==> config.mk <==
export PLATFORM = sky130hd
export DESIGN_NAME = rect_fill_command_sequencer
export DESIGN_NICKNAME = d
export VERILOG_FILES = /design/src/rfcs_pkg.sv /design/src/rfcs_clip.sv /design/src/rect_fill_command_sequencer.sv
export SDC_FILE = /design/constraint.sdc
export NUM_CORES = 1
export LEC_CHECK = 0
export BUFFER_PORTS_ARGS = -buffer_cell sky130_fd_sc_hd__buf_2
export CAP_MARGIN = 40
export CORE_MARGIN = 2
export CORE_UTILIZATION = 65
export CTS_CLUSTER_SIZE = 14
export DETAILED_ROUTE_END_ITERATION = 6
export PLACE_DENSITY_LB_ADDON = 0.25
export SLEW_MARGIN = 5
export SYNTH_ARGS = -nofsm -noshare
export SYNTH_HDL_FRONTEND = slang
export SYNTH_SLANG_ARGS = --single-unit
==> constraint.sdc <==
create_clock -name clk -period 18.85 [get_ports clk]
set_input_delay 1.885 -clock clk [delete_from_list [all_inputs] [get_ports clk]]
set_output_delay 1.885 -clock clk [all_outputs]
set_load 0.01 [all_outputs]
==> src/rfcs_pkg.sv <==
`timescale 1ns / 1ps
// Shared types and constants for the rectangle fill command sequencer.
// No dependencies; used by rfcs_clip and rect_fill_command_sequencer.
package rfcs_pkg;

  localparam int unsigned MAX_PANEL_DIM = 320;
  localparam int unsigned DIM_W         = 9;
  localparam int unsigned OFS_W         = 7;
  localparam int unsigned CFG_IDX_W     = 3;

  // register indexes of the configuration port
  localparam logic [CFG_IDX_W-1:0] REG_PANEL_WIDTH   = 3'd0;
  localparam logic [CFG_IDX_W-1:0] REG_PANEL_HEIGHT  = 3'd1;
  localparam logic [CFG_IDX_W-1:0] REG_COLUMN_OFFSET = 3'd2;
  localparam logic [CFG_IDX_W-1:0] REG_ROW_OFFSET    = 3'd3;

  // request kinds
  localparam logic REQ_FILL = 1'b0;
  localparam logic REQ_SLOT = 1'b1;

  // controller command bytes
  localparam logic [7:0] CMD_COLUMN_SET = 8'h2A;
  localparam logic [7:0] CMD_ROW_SET    = 8'h2B;
  localparam logic [7:0] CMD_MEM_WRITE  = 8'h2C;

  typedef struct packed {
    logic               req_type;
    logic signed [15:0] rect_x;
    logic signed [15:0] rect_y;
    logic signed [15:0] rect_w;
    logic signed [15:0] rect_h;
    logic        [15:0] fill_value;
  } req_t;

  typedef struct packed {
    logic [7:0] link_byte;
    logic       is_data;
    logic       last_of_fill;
  } res_t;

  // clipped window handed from the clip unit to the sequencer
  typedef struct packed {
    logic             ok;
    logic [15:0]      col_start;
    logic [15:0]      col_end;
    logic [15:0]      row_start;
    logic [15:0]      row_end;
    logic [DIM_W-1:0] cols;
    logic [DIM_W-1:0] rows;
  } win_t;

endpackage

==> src/rfcs_clip.sv <==
`timescale 1ns / 1ps
// Clips a fill rectangle to the panel and forms the controller window.
// Depends on rfcs_pkg.
module rfcs_clip (
  input  rfcs_pkg::req_t                 req,
  input  logic [rfcs_pkg::DIM_W-1:0]     panel_width,
  input  logic [rfcs_pkg::DIM_W-1:0]     panel_height,
  input  logic [rfcs_pkg::OFS_W-1:0]     column_offset,
  input  logic [rfcs_pkg::OFS_W-1:0]     row_offset,
  output rfcs_pkg::win_t                 win
);

  typedef struct packed {
    logic                       ok;
    logic [15:0]                start_addr;
    logic [15:0]                end_addr;
    logic [rfcs_pkg::DIM_W-1:0] count;
  } axis_t;

  localparam logic [rfcs_pkg::DIM_W-1:0] DIM_MAX = rfcs_pkg::DIM_W'(rfcs_pkg::MAX_PANEL_DIM);

  // one axis: origin check, clip of the span to the panel edge, window addresses
  function automatic axis_t clip_axis(input logic signed [15:0] org,
                                      input logic signed [15:0] len,
                                      input logic [rfcs_pkg::DIM_W-1:0] dim_reg,
                                      input logic [rfcs_pkg::OFS_W-1:0] ofs);
    logic [rfcs_pkg::DIM_W-1:0] dim;
    logic signed [17:0]         sum;
    logic signed [17:0]         dim_s;
    logic signed [17:0]         span;
    logic                       org_ok;
    axis_t                      a;
    dim    = (dim_reg > DIM_MAX) ? DIM_MAX : dim_reg;
    dim_s  = signed'({9'd0, dim});
    org_ok = !org[15] && (org < signed'({7'd0, dim}));
    sum    = 18'(org) + 18'(len);
    span   = (sum > dim_s) ? (dim_s - 18'(org)) : 18'(len);
    a.ok         = org_ok && !span[17] && (span != 18'sd0);
    a.start_addr = org + 16'(ofs);
    a.end_addr   = org + span[15:0] - 16'd1 + 16'(ofs);
    a.count      = span[rfcs_pkg::DIM_W-1:0];
    return a;
  endfunction

  axis_t ax;
  axis_t ay;

  always_comb begin
    ax = clip_axis(req.rect_x, req.rect_w, panel_width, column_offset);
    ay = clip_axis(req.rect_y, req.rect_h, panel_height, row_offset);
    win.ok        = ax.ok && ay.ok;
    win.col_start = ax.start_addr;
    win.col_end   = ax.end_addr;
    win.row_start = ay.start_addr;
    win.row_end   = ay.end_addr;
    win.cols      = ax.count;
    win.rows      = ay.count;
  end

endmodule

==> src/rect_fill_command_sequencer.sv <==
`timescale 1ns / 1ps
// Rectangle fill command sequencer: turns fill requests into the byte stream of a
// serial RGB565 display controller. Depends on rfcs_pkg and rfcs_clip.
//
// Usage
//   req channel : one item is either a fill request (req_type 0: rectangle and
//                 colour) or a byte slot (req_type 1) that pulls one link byte.
//   res channel : one item per served byte slot: link byte, data/command level
//                 and a flag on the final pixel low byte of the fill.
//   cfg channel : register writes (panel size, column/row offsets); always ready,
//                 written only while the block is idle: a rule for the user, unenforced.
//   Stream      : column set + 4 bytes, row set + 4 bytes, memory write, then
//                 colour high/low per pixel, row by row.
//   Path        : an accepted item is registered, then worked on; its result is
//                 loaded into the result register when the item advances.
//   Throughput  : one item per cycle unless res stalls; one input register and one
//                 result register, with the clip and byte select between them.
//   Stall       : while res is stalled the result register holds; one more item
//                 may wait in the input register, then req_ready drops.
//   Reset       : rst (synchronous) empties both registers, returns to idle and
//                 loads panel 240 x 240 with zero offsets.
//   Fill requests while a fill runs, rejected fills and byte slots while idle
//   give no result. Clipped-away rectangles are dropped silently.
module rect_fill_command_sequencer (
  input  logic                              clk,
  input  logic                              rst,
  input  logic                              req_valid,
  output logic                              req_ready,
  input  rfcs_pkg::req_t                    req,
  output logic                              res_valid,
  input  logic                              res_ready,
  output rfcs_pkg::res_t                    res,
  input  logic                              cfg_valid,
  output logic                              cfg_ready,
  input  logic [rfcs_pkg::CFG_IDX_W-1:0]    cfg_index,
  input  logic [rfcs_pkg::DIM_W-1:0]        cfg_data
);

  // sequencer phases
  localparam logic [3:0] PH_IDLE  = 4'd0;
  localparam logic [3:0] PH_CASET = 4'd1;
  localparam logic [3:0] PH_CSH   = 4'd2;
  localparam logic [3:0] PH_CSL   = 4'd3;
  localparam logic [3:0] PH_CEH   = 4'd4;
  localparam logic [3:0] PH_CEL   = 4'd5;
  localparam logic [3:0] PH_RASET = 4'd6;
  localparam logic [3:0] PH_RSH   = 4'd7;
  localparam logic [3:0] PH_RSL   = 4'd8;
  localparam logic [3:0] PH_REH   = 4'd9;
  localparam logic [3:0] PH_REL   = 4'd10;
  localparam logic [3:0] PH_RAMWR = 4'd11;
  localparam logic [3:0] PH_PIXEL = 4'd12;

  // configuration registers
  logic [rfcs_pkg::DIM_W-1:0] panel_width;
  logic [rfcs_pkg::DIM_W-1:0] panel_height;
  logic [rfcs_pkg::OFS_W-1:0] column_offset;
  logic [rfcs_pkg::OFS_W-1:0] row_offset;

  // input register
  logic           req_q_valid;
  rfcs_pkg::req_t req_q;

  // sequencer state
  logic [3:0]                 phase;
  logic [3:0]                 phase_next;
  logic [15:0]                win_col_start;
  logic [15:0]                win_col_end;
  logic [15:0]                win_row_start;
  logic [15:0]                win_row_end;
  logic [15:0]                held_color;
  logic [rfcs_pkg::DIM_W-1:0] cols_left;
  logic [rfcs_pkg::DIM_W-1:0] cols_left_next;
  logic [rfcs_pkg::DIM_W-1:0] rows_left;
  logic [rfcs_pkg::DIM_W-1:0] rows_left_next;
  logic                       low_byte_next;
  logic                       low_byte_next_next;

  logic           advance;
  logic           is_fill;
  logic           emit;
  rfcs_pkg::res_t res_next;
  rfcs_pkg::win_t win;

  logic [rfcs_pkg::DIM_W-1:0] cols_dec;
  logic [rfcs_pkg::DIM_W-1:0] rows_dec;
  logic [15:0]                row_span;

  rfcs_clip u_clip (
    .req           (req_q),
    .panel_width   (panel_width),
    .panel_height  (panel_height),
    .column_offset (column_offset),
    .row_offset    (row_offset),
    .win           (win)
  );

  // the held item moves on when the result register is free or being emptied
  assign advance   = req_q_valid && (!res_valid || res_ready);
  assign req_ready = !req_q_valid || advance;
  assign cfg_ready = 1'b1;
  assign is_fill   = (req_q.req_type == rfcs_pkg::REQ_FILL);
  assign emit      = advance && !is_fill && (phase != PH_IDLE);

  assign cols_dec = cols_left - rfcs_pkg::DIM_W'(1);
  assign rows_dec = rows_left - rfcs_pkg::DIM_W'(1);
  assign row_span = win_col_end - win_col_start + 16'd1;

  // byte select and pixel counting for a served slot
  always_comb begin
    res_next.link_byte    = 8'h00;
    res_next.is_data      = 1'b1;
    res_next.last_of_fill = 1'b0;
    phase_next            = phase;
    cols_left_next        = cols_left;
    rows_left_next        = rows_left;
    low_byte_next_next    = low_byte_next;
    case (phase)
      PH_IDLE: begin
      end
      PH_CASET: begin
        res_next.link_byte = rfcs_pkg::CMD_COLUMN_SET;
        res_next.is_data   = 1'b0;
        phase_next         = PH_CSH;
      end
      PH_CSH: begin
        res_next.link_byte = win_col_start[15:8];
        phase_next         = PH_CSL;
      end
      PH_CSL: begin
        res_next.link_byte = win_col_start[7:0];
        phase_next         = PH_CEH;
      end
      PH_CEH: begin
        res_next.link_byte = win_col_end[15:8];
        phase_next         = PH_CEL;
      end
      PH_CEL: begin
        res_next.link_byte = win_col_end[7:0];
        phase_next         = PH_RASET;
      end
      PH_RASET: begin
        res_next.link_byte = rfcs_pkg::CMD_ROW_SET;
        res_next.is_data   = 1'b0;
        phase_next         = PH_RSH;
      end
      PH_RSH: begin
        res_next.link_byte = win_row_start[15:8];
        phase_next         = PH_RSL;
      end
      PH_RSL: begin
        res_next.link_byte = win_row_start[7:0];
        phase_next         = PH_REH;
      end
      PH_REH: begin
        res_next.link_byte = win_row_end[15:8];
        phase_next         = PH_REL;
      end
      PH_REL: begin
        res_next.link_byte = win_row_end[7:0];
        phase_next         = PH_RAMWR;
      end
      PH_RAMWR: begin
        res_next.link_byte = rfcs_pkg::CMD_MEM_WRITE;
        res_next.is_data   = 1'b0;
        phase_next         = PH_PIXEL;
      end
      default: begin
        // pixel phase: high byte, then low byte and count the pixel
        if (!low_byte_next) begin
          res_next.link_byte = held_color[15:8];
          low_byte_next_next = 1'b1;
        end else begin
          res_next.link_byte = held_color[7:0];
          low_byte_next_next = 1'b0;
          cols_left_next     = cols_dec;
          if (cols_dec == '0) begin
            rows_left_next = rows_dec;
            if (rows_dec == '0) begin
              res_next.last_of_fill = 1'b1;
              phase_next            = PH_IDLE;
            end else begin
              cols_left_next = row_span[rfcs_pkg::DIM_W-1:0];
            end
          end
        end
      end
    endcase
  end

  // configuration writes
  always_ff @(posedge clk) begin
    if (rst) begin
      panel_width   <= rfcs_pkg::DIM_W'(240);
      panel_height  <= rfcs_pkg::DIM_W'(240);
      column_offset <= '0;
      row_offset    <= '0;
    end else if (cfg_valid && cfg_ready) begin
      case (cfg_index)
        rfcs_pkg::REG_PANEL_WIDTH:   panel_width   <= cfg_data;
        rfcs_pkg::REG_PANEL_HEIGHT:  panel_height  <= cfg_data;
        rfcs_pkg::REG_COLUMN_OFFSET: column_offset <= cfg_data[rfcs_pkg::OFS_W-1:0];
        rfcs_pkg::REG_ROW_OFFSET:    row_offset    <= cfg_data[rfcs_pkg::OFS_W-1:0];
        default: begin
        end
      endcase
    end
  end

  // input register
  always_ff @(posedge clk) begin
    if (rst) begin
      req_q_valid <= 1'b0;
    end else if (req_ready) begin
      req_q_valid <= req_valid;
    end
  end

  always_ff @(posedge clk) begin
    if (req_valid && req_ready) begin
      req_q <= req;
    end
  end

  // sequencer state
  always_ff @(posedge clk) begin
    if (rst) begin
      phase         <= PH_IDLE;
      win_col_start <= '0;
      win_col_end   <= '0;
      win_row_start <= '0;
      win_row_end   <= '0;
      held_color    <= '0;
      cols_left     <= '0;
      rows_left     <= '0;
      low_byte_next <= 1'b0;
    end else if (advance) begin
      if (is_fill) begin
        // new fill only from idle and only if something survives the clip
        if (phase == PH_IDLE && win.ok) begin
          win_col_start <= win.col_start;
          win_col_end   <= win.col_end;
          win_row_start <= win.row_start;
          win_row_end   <= win.row_end;
          held_color    <= req_q.fill_value;
          cols_left     <= win.cols;
          rows_left     <= win.rows;
          low_byte_next <= 1'b0;
          phase         <= PH_CASET;
        end
      end else if (phase != PH_IDLE) begin
        phase         <= phase_next;
        cols_left     <= cols_left_next;
        rows_left     <= rows_left_next;
        low_byte_next <= low_byte_next_next;
      end
    end
  end

  // result register
  always_ff @(posedge clk) begin
    if (rst) begin
      res_valid <= 1'b0;
    end else if (emit) begin
      res_valid <= 1'b1;
    end else if (res_ready) begin
      res_valid <= 1'b0;
    end
  end

  always_ff @(posedge clk) begin
    if (emit) begin
      res <= res_next;
    end
  end

endmodule
Yosys cells after proc, flatten, opt, wreduce, memory -nomap -nowiden:

Cells that the tools add are included.

* flip-flop bits (word level): 228
* output and inout port bits: 13

* add/sub/neg operators: 16
* $lt $le $gt $ge: 6
* eq/ne operators: 22
* multiplexer cells: 35
* bitwise gates (word level): 3
* reduce and logical (&&, ||, !) cells: 41

Operators with widths (count)
* $mux 9: 15
* $pmux 8 s12: 1
* $add 16x7->16: 4
* $pmux 4 s12: 1
* $ne 13x1->1 const B: 3
* $gt 18x10->1: 2
* $mux 18: 2
* $reduce_bool 18->1: 2
* $add 16x16->17: 2
* $sub 10x16->17: 2
* $add 16x16->16: 2
* $lt 16x10->1: 2
* $sub 16x1->16 const B: 2
* $mux 4: 6
* $gt 9x9->1 const B: 2
* $logic_not 9->1: 2
* $sub 9x1->9 const B: 2
* $eq 4x3->1 const B: 4
* $eq 4x4->1 const B: 4
* $reduce_or 14->1: 1
* $logic_and 1x1->1: 12
* $reduce_or 12->1: 1
* $add 9x1->9 const B: 1
* $mux 1: 9
* other kinds (22): 39

Depth between registers and ports, before layout:

Gate-level depths: netlist (run 1).

* depth after elaboration: 11
* gate-level depth with buffers: 36

Cells and area by module:

A second synthesis (run 1) with hierarchy kept.

* cells, all modules: 1982
* area total of the unflattened synthesis: 16976.3 um2

By module, submodules not included
* rect_fill_command_sequencer: times used 1, cells each 977, area an instance 9593.0 um2, seq. area each 5475.3 um2
* rfcs_clip: times used 1, cells each 1005, area an instance 7383.3 um2, seq. area each 0.0 um2

Worst setup path after synthesis (run 1):

OpenSTA, ideal clock, no wires.

* kind: register to register
* from: register req_q[33] in the netlist's numbering
* to: register win_col_end[15]
* library setup time: 0.132 ns
* data arrival time: 6.911 ns
* required time: 18.718 ns
* setup slack: 11.807 ns
* stages on the path, launching flop included: 34
* buffers on the path: 1
* period minus slack after synthesis: 7.043 ns
* path through: edfxtp_1 ha_1 a211oi_1 o21bai_1 a21oi_1 o21bai_1 a21oi_1 xnor2_1 ha_1 a21o_1 a2111oi_0 a211oi_1 nor4_1 nand4_1 o211a_1 nor2_1 buf_4 mux2_2 fa_1 ha_1 inv_1 fa_1 nor2b_1 o21ai_0 a21boi_0 o21ai_0 a211oi_1 a2111oi_0 nor3_1 a21o_1 a21oi_1 xnor3_1 nand2_1 a21oi_1

* longest elaborated chain between the ends: 9

Ends and longest elaborated chain
* start: declaration: RTL line rect_fill_command_sequencer.sv:62 `rfcs_pkg::req_t req_q;`
* start signal: assignment: RTL line rect_fill_command_sequencer.sv:221 `req_q <= req;`
* $add 16x16->17: RTL line rfcs_clip.sv:36 `sum = 18'(org) + 18'(len);`
* $gt 18x10->1: RTL line rfcs_clip.sv:37 `span = (sum > dim_s) ? (dim_s - 18'(org)) : 18'(len);`
* $mux 18 (*): RTL line rfcs_clip.sv:37
* branches (longest 6 deep; another with $add 16x16->16)
* end signal: assignment: RTL line rect_fill_command_sequencer.sv:242 `win_col_end <= win.col_end;`
* end: declaration: RTL line rect_fill_command_sequencer.sv:68 `logic [15:0] win_col_end;`

Every way passes the cells marked *.
A chain may end at the register's enable or synchronous reset.

Worst setup path in the final report (run 1):

Ends and elaborated chain as after synthesis.

==> results of run 1 <==
==> placed cells by master (no fill, tap or decap), drive strengths merged, types with 13 or more instances in the layout <==
master,Yosys,final
a211o,13,13
a211oi,13,13
a21o,25,25
a21oi,168,168
a31oi,14,14
and2,15,15
and3,15,15
buf,27,122
clkbuf,52,39
dfxtp,137,137
edfxtp,91,91
fa,21,21
ha,177,177
inv,182,188
mux2i,60,60
nand2,203,203
nand2b,19,19
nand3,21,21
nand4,15,15
nor2,143,143
nor2b,21,21
nor3,44,44
nor4,15,15
o21a,16,16
o21ai,81,81
o21bai,17,17
o31ai,13,13
xnor2,77,77
xor2,21,21
==> where the power goes <==
group	leakage, nW	total, mW	switching, mW	internal, mW
sequential	1.97	0.554	0.0217	0.532
clock	0.426	0.509	0.218	0.292
combinational	5.15	0.644	0.365	0.279
total	7.54	1.71	0.604	1.10
==> kinds of logic after synthesis <==
logic type                 after synthesis  share of synthesized area
buffers and inverters                  261                     0.0620
and+or+nand+nor                        554                      0.157
DFF                                    228                      0.332
xor gates and xnor gates               100                     0.0547
AOI/OAI and AO/OA                      477                      0.190
muxes                                   72                     0.0446
adders and majority gates              198                      0.160
other                                    1                   0.000227
==> area by class of cell <==
class	count	area, sq um	area share
multi-input cells	1402	10000	0.553
flip-flops and latches	228	5480	0.302
clock buffers	39	782	0.0432
inverters	182	683	0.0377
repair buffers	122	666	0.0367
well taps	330	413	0.0228
clock inverters	11	87.6	0.00483
==> state kept, by name (all words and copies together) (netlist names), 7 cells and up <==
name and count:
win_col_end 16, cols_left 9, win_row_end 16, row_offset 7, rows_left 9, res 10
win_row_start 16, win_col_start 16, held_color 16, req_q 81, panel_width 9, column_offset 7
panel_height 9
==> metrics by stage <==
step | hold slack (ns) | power [mW] | cells | area [sq um] | setup slack [ns]
after CTS | 0.449 | 1.70 | 2314 | 18100 | 10.95
after floorplan | 0.424 | 1.04 | 1891 | 16500 | 11.81
after detailed placement | 0.442 | 1.19 | 2264 | 17300 | 11.06
final | 0.450 | 1.71 | 2314 | 18100 | 10.89
after global placement | 0.438 | 1.17 | 2263 | 17200 | 11.29
after global routing | 0.473 | 1.80 | 2314 | 18100 | 10.38
==> worst max-delay path, delay by kind of cell, from the launching register on <==
family / cells / cell delay (ns)
AOI/OAI and AO/OA: 17 / 3.45
xor gates and xnor gates: 2 / 0.50
adders and majority gates: 5 / 1.68
buffers and inverters: 2 / 0.34
DFF: 1 / 0.45
muxes: 1 / 0.42
and+or+nand+nor: 6 / 1.05
==> layer usage <==
layer  share of wire  GRT usage
met5               0          0
met4           0.039      0.115
met3           0.086     0.0505
met2            0.44      0.515
met1            0.44      0.458
==> worst min path at each step <==
| stage | startpoint | to | slack [ns] | cells past startpoint |
|---|---|---|---|---|
| finish | held_color[7]$_SDFFE_PP0P_ | held_color[7]$_SDFFE_PP0P_ | 0.45 | 2 |
| global route | win_row_end[1]$_SDFFE_PP0P_ | win_row_end[1]$_SDFFE_PP0P_ | 0.47 | 2 |
| CTS | held_color[7]$_SDFFE_PP0P_ | held_color[7]$_SDFFE_PP0P_ | 0.45 | 2 |
| detailed placement | held_color[7]$_SDFFE_PP0P_ | held_color[7]$_SDFFE_PP0P_ | 0.44 | 2 |
| global placement | held_color[7]$_SDFFE_PP0P_ | held_color[7]$_SDFFE_PP0P_ | 0.44 | 2 |
| floorplan | win_row_start[15]$_SDFFE_PP0P_ | win_row_start[15]$_SDFFE_PP0P_ | 0.42 | 1 |
==> impl_metrics.tcl, run 1 <==
set metrics [dict create \
    syn_to_final_growth_pct 9.75 \
    cts_tree "done" \
    dr.pass1.iters 6 \
    peakVddDrop_v 0.0000856 \
    cts_buffer_depth 3 \
    grt_setup_unrepaired "no" \
    critPathLaunchType "register" \
    io_pins 111 \
    crit-reg2reg-launch "req_q[33]$_DFFE_PP_" \
    fin_util 0.724 \
    remaining_drc_errors 0 \
    worst_pin_slew_ns 0.959 \
    n_antenna_cell 0 \
    yosysTopAreaCell "dfxtp_1" \
    slew_headroom 0.358 \
    synth_edf_count 91 \
    syn_inst 1891 \
    synth.net_count 2187 \
    worstPathMaxFanout 22 \
    die_area_sq_um 26700 \
    cp-end-kind "register" \
    syn_avg_cell_area_sq_um 8.73 \
    grt_usage 0.327 \
    drv_cap 0 \
    fillers 1957 \
    synthTopCellsByCount "nand2_1, inv_1, ha_1" \
    critPathMostFrequentCell "a21oi_1" \
    synth-seq-area-share 0.332 \
    vias_per_cell 6.15 \
    drive_above_1_share 0.103 \
    cp_slowest_stage_delay_ns 0.49 \
    clk_pin_slew_ns 0.06 \
    hold_class "reg2reg" \
    pwr_density_cell_nw_per_um2 94.2 \
    root_buffer "clkbuf_16" \
    grt_max_degree 69 \
    status "complete, no violations" \
    setup_tns_ns 0 \
    dp_hpwl_um 33600 \
    slowest_stage "fa_1" \
    dieHeight_um 163 \
    rrSetupSlack_ns 10.89 \
    nets 2259 \
    synth_area_leaders "dfxtp_1, edfxtp_1, ha_1" \
    first_iter_violations 1393 \
    grt_first_pass_wirelength_um 69400 \
    cts_sinks 228 \
    ctsResizeCount 0 \
    core-area_sq_um 25000 \
    grt_pass1_vias 13527 \
    ys_async_sr_fraction 0 \
    grt-ovfl-total 0 \
    fmax_mhz 126 \
    ant_nets 0 \
    detail_route.wl_per_cell_um 18.9 \
    synthDistinctLibCells 82 \
    start_util 0.659 \
    numCtsBuffers 27 \
    rows 58 \
    min_period_ns 7.96 \
    die_w_um 163 \
    synthFlopType "dfxtp_1" \
    required_ns 19.35 \
    gp_congestion 0.969 \
    vias 14234 \
    port_buffers 109 \
    endpoint "win_col_end[15]$_SDFFE_PP0P_" \
    yosysWarnings 0 \
    leakage_nw 7.54 \
    synth-seq-cells 228 \
    h-tree-depth 1 \
    setup_viol 0 \
    cts_setup_buffers 0 \
    synthesis.area_sq_um 16500 \
    fin_worst_skew_ns 0.0179 \
    r2r_end "win_col_end[15]$_SDFFE_PP0P_" \
    antenna_found_initial 0 \
    synth_top_area_share 0.166 \
    hold_viol_final 0 \
    clk_latency_ns 0.56 \
    report.final.slew_viol_count 0 \
    crit_type "reg2reg" \
    startpoint "req_q[33]$_DFFE_PP_" \
    critPathArrivalTime_ns 8.45 \
    fin_crit_sh 0.422 \
    synth.most_common_cell "nand2_1" \
    r2r_cells 33 \
    cts_hold_buffers 0 \
    routed_wl_um 43800 \
]
No activity file was read; power rests on OpenSTA's default activity.
==> inputs of run 2 (changes only) <==
Settings changed: CORE_UTILIZATION 65 to 56.
Clock period 18.85 ns to 6.7 ns, I/O delays scaled along.
==> run 2 against run 1 <==
  * The run now ends with setup timing left
  * Global-route usage fell by 4.4 points
  * Maximum frequency rose by 18%
  * Sequential share of layout area fell by 1.7 points
  * Power rose to 3.0 times the previous value
  * Via count rose by 1.8%
  * Wire length rose by 2.5%
  * Sequential power rose to 2.8 times the previous value
  * Worst hold slack got worse by 0.16 ns
  * Critical endpoint is now win_col_end[14]$_SDFFE_PP0P_
==> impl_metrics.tcl, run 2 (synthesized netlist as in run 1, its figures left out) <==
set metrics [dict create \
    status "finished, violations left" \
    violations "setup timing" \
    root_buffer "clkbuf_16" \
    combPwrFrac 0.423 \
    place_ws_ns -0.389 \
    critPathMostFrequentCell "a21oi_2" \
    grt_usage 0.283 \
    fin_crit_sh 1.01 \
    pwr-share-clk 0.273 \
    grt_max_degree 81 \
    worst_pin_slew_ns 0.910 \
    numCtsBuffers 27 \
    dr.pass1.iters 5 \
    cts_buffer_depth 3 \
    cp_slowest_stage_delay_ns 0.56 \
    largest-register "req_q" \
    crit_buf_inv 2 \
    hold_class "in2reg" \
    min_period_ns 6.75 \
    slew_headroom 0.392 \
    routed_wl_um 44900 \
    layout_commonest_cell "nand2_1" \
    cts_sinks 228 \
    slowest_stage "fa_1" \
    fillers 2450 \
    die_area_sq_um 30900 \
    fin_util 0.665 \
    fmax_mhz 148 \
    final_cell_mix "nand2_1, inv_1, ha_1" \
    holdWs_ns 0.288 \
    final_area_sq_um 19200 \
    pwr_density_cell_nw_per_um2 266 \
    fin_worst_skew_ns 0.0192 \
    largest_reg_flops 81 \
    remaining_drc_errors 0 \
    die_w_um 176 \
    power.switching_mw 1.78 \
    cp-end-kind "register" \
    start_util 0.572 \
    nets 2362 \
    setup_ws_ns -0.0452 \
    n_antenna_cell 0 \
    drv_cap 0 \
    first_iter_violations 1196 \
    grt-ovfl-total 0 \
    power.total_mw 5.10 \
    critPathLaunchType "register" \
    ant_nets 0 \
    leakage_nw 8.08 \
    stdcell_count 2471 \
    rows 62 \
    clk_pin_slew_ns 0.06 \
    grt_first_pass_wirelength_um 70700 \
    swShare 0.350 \
    drive_above_1_share 0.165 \
    hold_viol_final 0 \
    rrSetupSlack_ns -0.05 \
    h-tree-depth 1 \
    clk_latency_ns 0.56 \
    dp_hpwl_um 34700 \
    p_int_mw 3.31 \
    dp.cells 2402 \
    detail_route.wl_per_cell_um 18.2 \
    dieHeight_um 176 \
    grt_pass1_vias 13622 \
    grt_setup_unrepaired "yes" \
    antenna_found_initial 0 \
    syn_to_final_growth_pct 16.3 \
    worstPathMaxFanout 3 \
    setup_tns_ns -0.0635 \
    power_frac_seq 0.304 \
    critPathArrivalTime_ns 7.17 \
    gp_congestion 0.955 \
    port_buffers 109 \
    cp_top_family "compound AO/OA/AOI/OAI gates" \
    required_ns 7.12 \
    vias_per_cell 5.86 \
    core-area_sq_um 28900 \
    report.final.slew_viol_count 0 \
    cts_tree "done" \
    dpl_cell_area_sq_um 18000 \
    setup_viol 2 \
    crit_type "reg2reg" \
    io_pins 111 \
    vias 14487 \
    peakVddDrop_v 0.000205 \
]
run 2: cell count changes in the layout (fill, tap and decap cells not counted), sizes merged:
| cell | previous run | this run |
|---|---|---|
| buf | 122 | 225 |
| clkbuf | 39 | 38 |
| clkinv | 3 | 7 |
| clkinvlp | 2 | 1 |
| inv | 188 | 186 |
run 2: power by group through the flow:
stage / clock, mW / sequential (mW) / combinational (mW)
final: 1.39 / 1.55 / 2.16
after CTS: 1.42 / 1.55 / 2.01
after detailed placement: 0 / 1.58 / 1.91
after global routing: 1.47 / 1.55 / 2.37
after global placement: 0 / 1.57 / 1.86
after floorplan: 0 / 1.56 / 1.38
run 2: area by class of cell:
cell class                      instances  area, sq um  share of cell area
Clock inverter                         12         75.1             0.00391
Tap cell                              384          480              0.0250
Sequential cell                       228         5480               0.285
Multi-Input combinational cell       1402        10200               0.533
Inverter                              182          683              0.0356
Clock buffer                           38          768              0.0400
Timing Repair Buffer                  225         1480              0.0771
run 2: path summary, 6_finish.rpt:
path	startpoint	end	cells after the start
worst max-delay path	req_q[33]$_DFFE_PP_	win_col_end[14]$_SDFFE_PP0P_	32
worst min-delay path	req[79]	req_q[79]$_DFFE_PP_	1
worst max register to register	req_q[33]$_DFFE_PP_	win_col_end[14]$_SDFFE_PP0P_	32
worst min register to register	win_row_end[1]$_SDFFE_PP0P_	win_row_end[1]$_SDFFE_PP0P_	2
run 2: timing repair:
action,in CTS,in global routing
resized for setup,25,31
pin swaps,35,45
hold buffers,0,0
setup buffers,13,7
setup endpoints to repair,7,11
run 2: worst reg2reg max path: cells and delay by family, from the launching register on:
| family | cells | cell delay [ns] |
|---|---|---|
| muxes | 1 | 0.31 |
| and+or+nand+nor | 6 | 0.93 |
| buffers and inverters | 2 | 0.23 |
| xor gates and xnor gates | 1 | 0.13 |
| AOI/OAI and AO/OA | 18 | 3.30 |
| DFF | 1 | 0.43 |
| adders and majority gates | 4 | 1.29 |
run 2: routing by layer:
metal | track usage | vias up | share of wire
met4 | 0.103 | 0 | 0.036
li1 | - | 7066 | -
met5 | 0 | - | 0
met2 | 0.446 | 581 | 0.44
met1 | 0.401 | 6752 | 0.45
met3 | 0.0353 | 88 | 0.074
==> inputs of run 3 (changes only) <==
Clock period 6.7 ns to 5.59 ns, I/O delays scaled along.
==> run 3 against run 2 <==
  * The run ends with DRC, setup timing left
  * Die area stayed put
  * Critical path depth is 2 higher
  * Via count is 5.8% higher
  * Clock-buffer cell count is 2 lower
  * Clock power is 15% higher
  * Worst hold slack worse by 0.11 ns
  * Non-clock buffer count is 201 higher
  * Setup slack worse by 1.2 ns
  * Largest cell class unchanged
  * Largest power group unchanged
==> impl_metrics.tcl, run 3 (synthesized netlist as in run 1, its figures left out) <==
set metrics [dict create \
    fin_worst_skew_ns 0.0159 \
    ant_nets 0 \
    rows 62 \
    detail_route.wl_per_cell_um 17.7 \
    grt_first_pass_wirelength_um 73900 \
    worstPathMaxFanout 4 \
    first_iter_violations 1320 \
    required_ns 6.08 \
    leakage_nw 9.14 \
    numCtsBuffers 26 \
    setup_ws_ns -1.20 \
    drive_above_1_share 0.266 \
    critPathLaunchType "register" \
    min_period_ns 6.79 \
    cts_sinks 228 \
    pwr_density_cell_nw_per_um2 323 \
    peakVddDrop_v 0.000261 \
    cp_slowest_stage_delay_ns 0.53 \
    die_w_um 176 \
    remaining_drc_errors 1 \
    root_buffer "clkbuf_16" \
    fmax_mhz 147 \
    grt_max_degree 87 \
    status "finished, violations left" \
    worst_pin_slew_ns 0.903 \
    dr.pass1.iters 7 \
    hold_viol_final 0 \
    syn_to_final_growth_pct 27.4 \
    vias 15332 \
    hold_class "in2reg" \
    grt_setup_unrepaired "yes" \
    report.final.slew_viol_count 0 \
    die_area_sq_um 30900 \
    n_antenna_cell 0 \
    fin_util 0.729 \
    core-area_sq_um 28900 \
    clk_latency_ns 0.56 \
    grt_usage 0.295 \
    gp_congestion 0.956 \
    grt-ovfl-total 0 \
    nets 2562 \
    io_pins 111 \
    dieHeight_um 176 \
    slew_headroom 0.397 \
    fin_crit_sh 1.21 \
    largest_reg_flops 81 \
    start_util 0.572 \
    final_area_sq_um 21000 \
    clk_pin_slew_ns 0.06 \
    cts_buffer_depth 3 \
    drv_cap 0 \
    grt_pass1_vias 14540 \
    antenna_found_initial 0 \
    violations "DRC, setup timing" \
    slowest_stage "fa_1" \
    dpl_cell_area_sq_um 19400 \
    setup_viol 20 \
    final_cell_mix "buf_4, nand2_1, inv_1" \
    cts_tree "done" \
    crit_type "reg2reg" \
    vias_per_cell 5.74 \
    largest-register "req_q" \
    dp_hpwl_um 35700 \
    routed_wl_um 47400 \
    port_buffers 109 \
    layout_commonest_cell "buf_4" \
    critPathArrivalTime_ns 7.28 \
    cp-end-kind "register" \
    h-tree-depth 1 \
]
[run 3: per-stage QoR]
stage | instances | TNS [ns] | setup slack (ns) | power [mW] | hold slack (ns)
2_1_floorplan | 1891 | -3.88 | -0.793 | 3.61 | 0.424
3_3_place_gp | 2568 | -7.41 | -0.861 | 4.54 | 0.438
3_5_place_dp | 2568 | -10.44 | -1.13 | 4.60 | 0.446
4_1_cts | 2655 | -9.29 | -0.943 | 6.47 | 0.161
5_1_grt | 2670 | -18.71 | -1.60 | 7.16 | 0.167
6_report | 2670 | -11.55 | -1.20 | 6.79 | 0.175
[run 3: worst max-delay path, delay by kind of cell, from the launching register on]
kind,cells,cell delay [ns]
adders and majority gates,5,1.80
buffers and inverters,5,0.49
DFF,1,0.42
muxes,1,0.30
and+or+nand+nor,8,1.23
xor gates and xnor gates,1,0.20
AOI/OAI and AO/OA,14,2.29
[run 3: final cells by class]
type | count | area, sq um
Fill cell | 2198 | 7830
Timing Repair Buffer | 426 | 2970
Tap cell | 384 | 480
Inverter | 182 | 683
Sequential cell | 228 | 5480
Clock buffer | 36 | 718
Multi-Input combinational cell | 1402 | 10600
Clock inverter | 12 | 73.8
[run 3: what timing repair did]
item                                    in CTS  in global routing
resized for setup                           46                 53
endpoints found under the setup margin      22                 44
pin swaps                                   67                 83
setup buffers                               39                 18
hold buffers                                 0                  0
[run 3: final timing paths]
| check | start | endpoint | slack (ns) | cells past startpoint |
|---|---|---|---|---|
| min reg2reg | win_row_start[6]$_SDFFE_PP0P_ | win_row_start[6]$_SDFFE_PP0P_ | 0.45 | 2 |
| min | req[80] | req_q[80]$_DFFE_PP_ | 0.17 | 1 |
| max reg2reg | req_q[33]$_DFFE_PP_ | win_col_end[15]$_SDFFE_PP0P_ | -1.20 | 34 |
| max | req_q[33]$_DFFE_PP_ | win_col_end[15]$_SDFFE_PP0P_ | -1.20 | 34 |
[run 3: power by group]
part / internal, mW / leakage (nW) / switching, mW
clock network: 0.897 / 0.386 / 0.703
registers: 1.79 / 1.97 / 0.0500
logic: 1.73 / 6.79 / 1.61
[run 3: metal layers]
| layer | GRT usage | share of wire |
|---|---|---|
| met2 | 0.472 | 0.44 |
| met5 | 0 | 0 |
| met4 | 0.103 | 0.041 |
| met1 | 0.413 | 0.45 |
| met3 | 0.0381 | 0.069 |
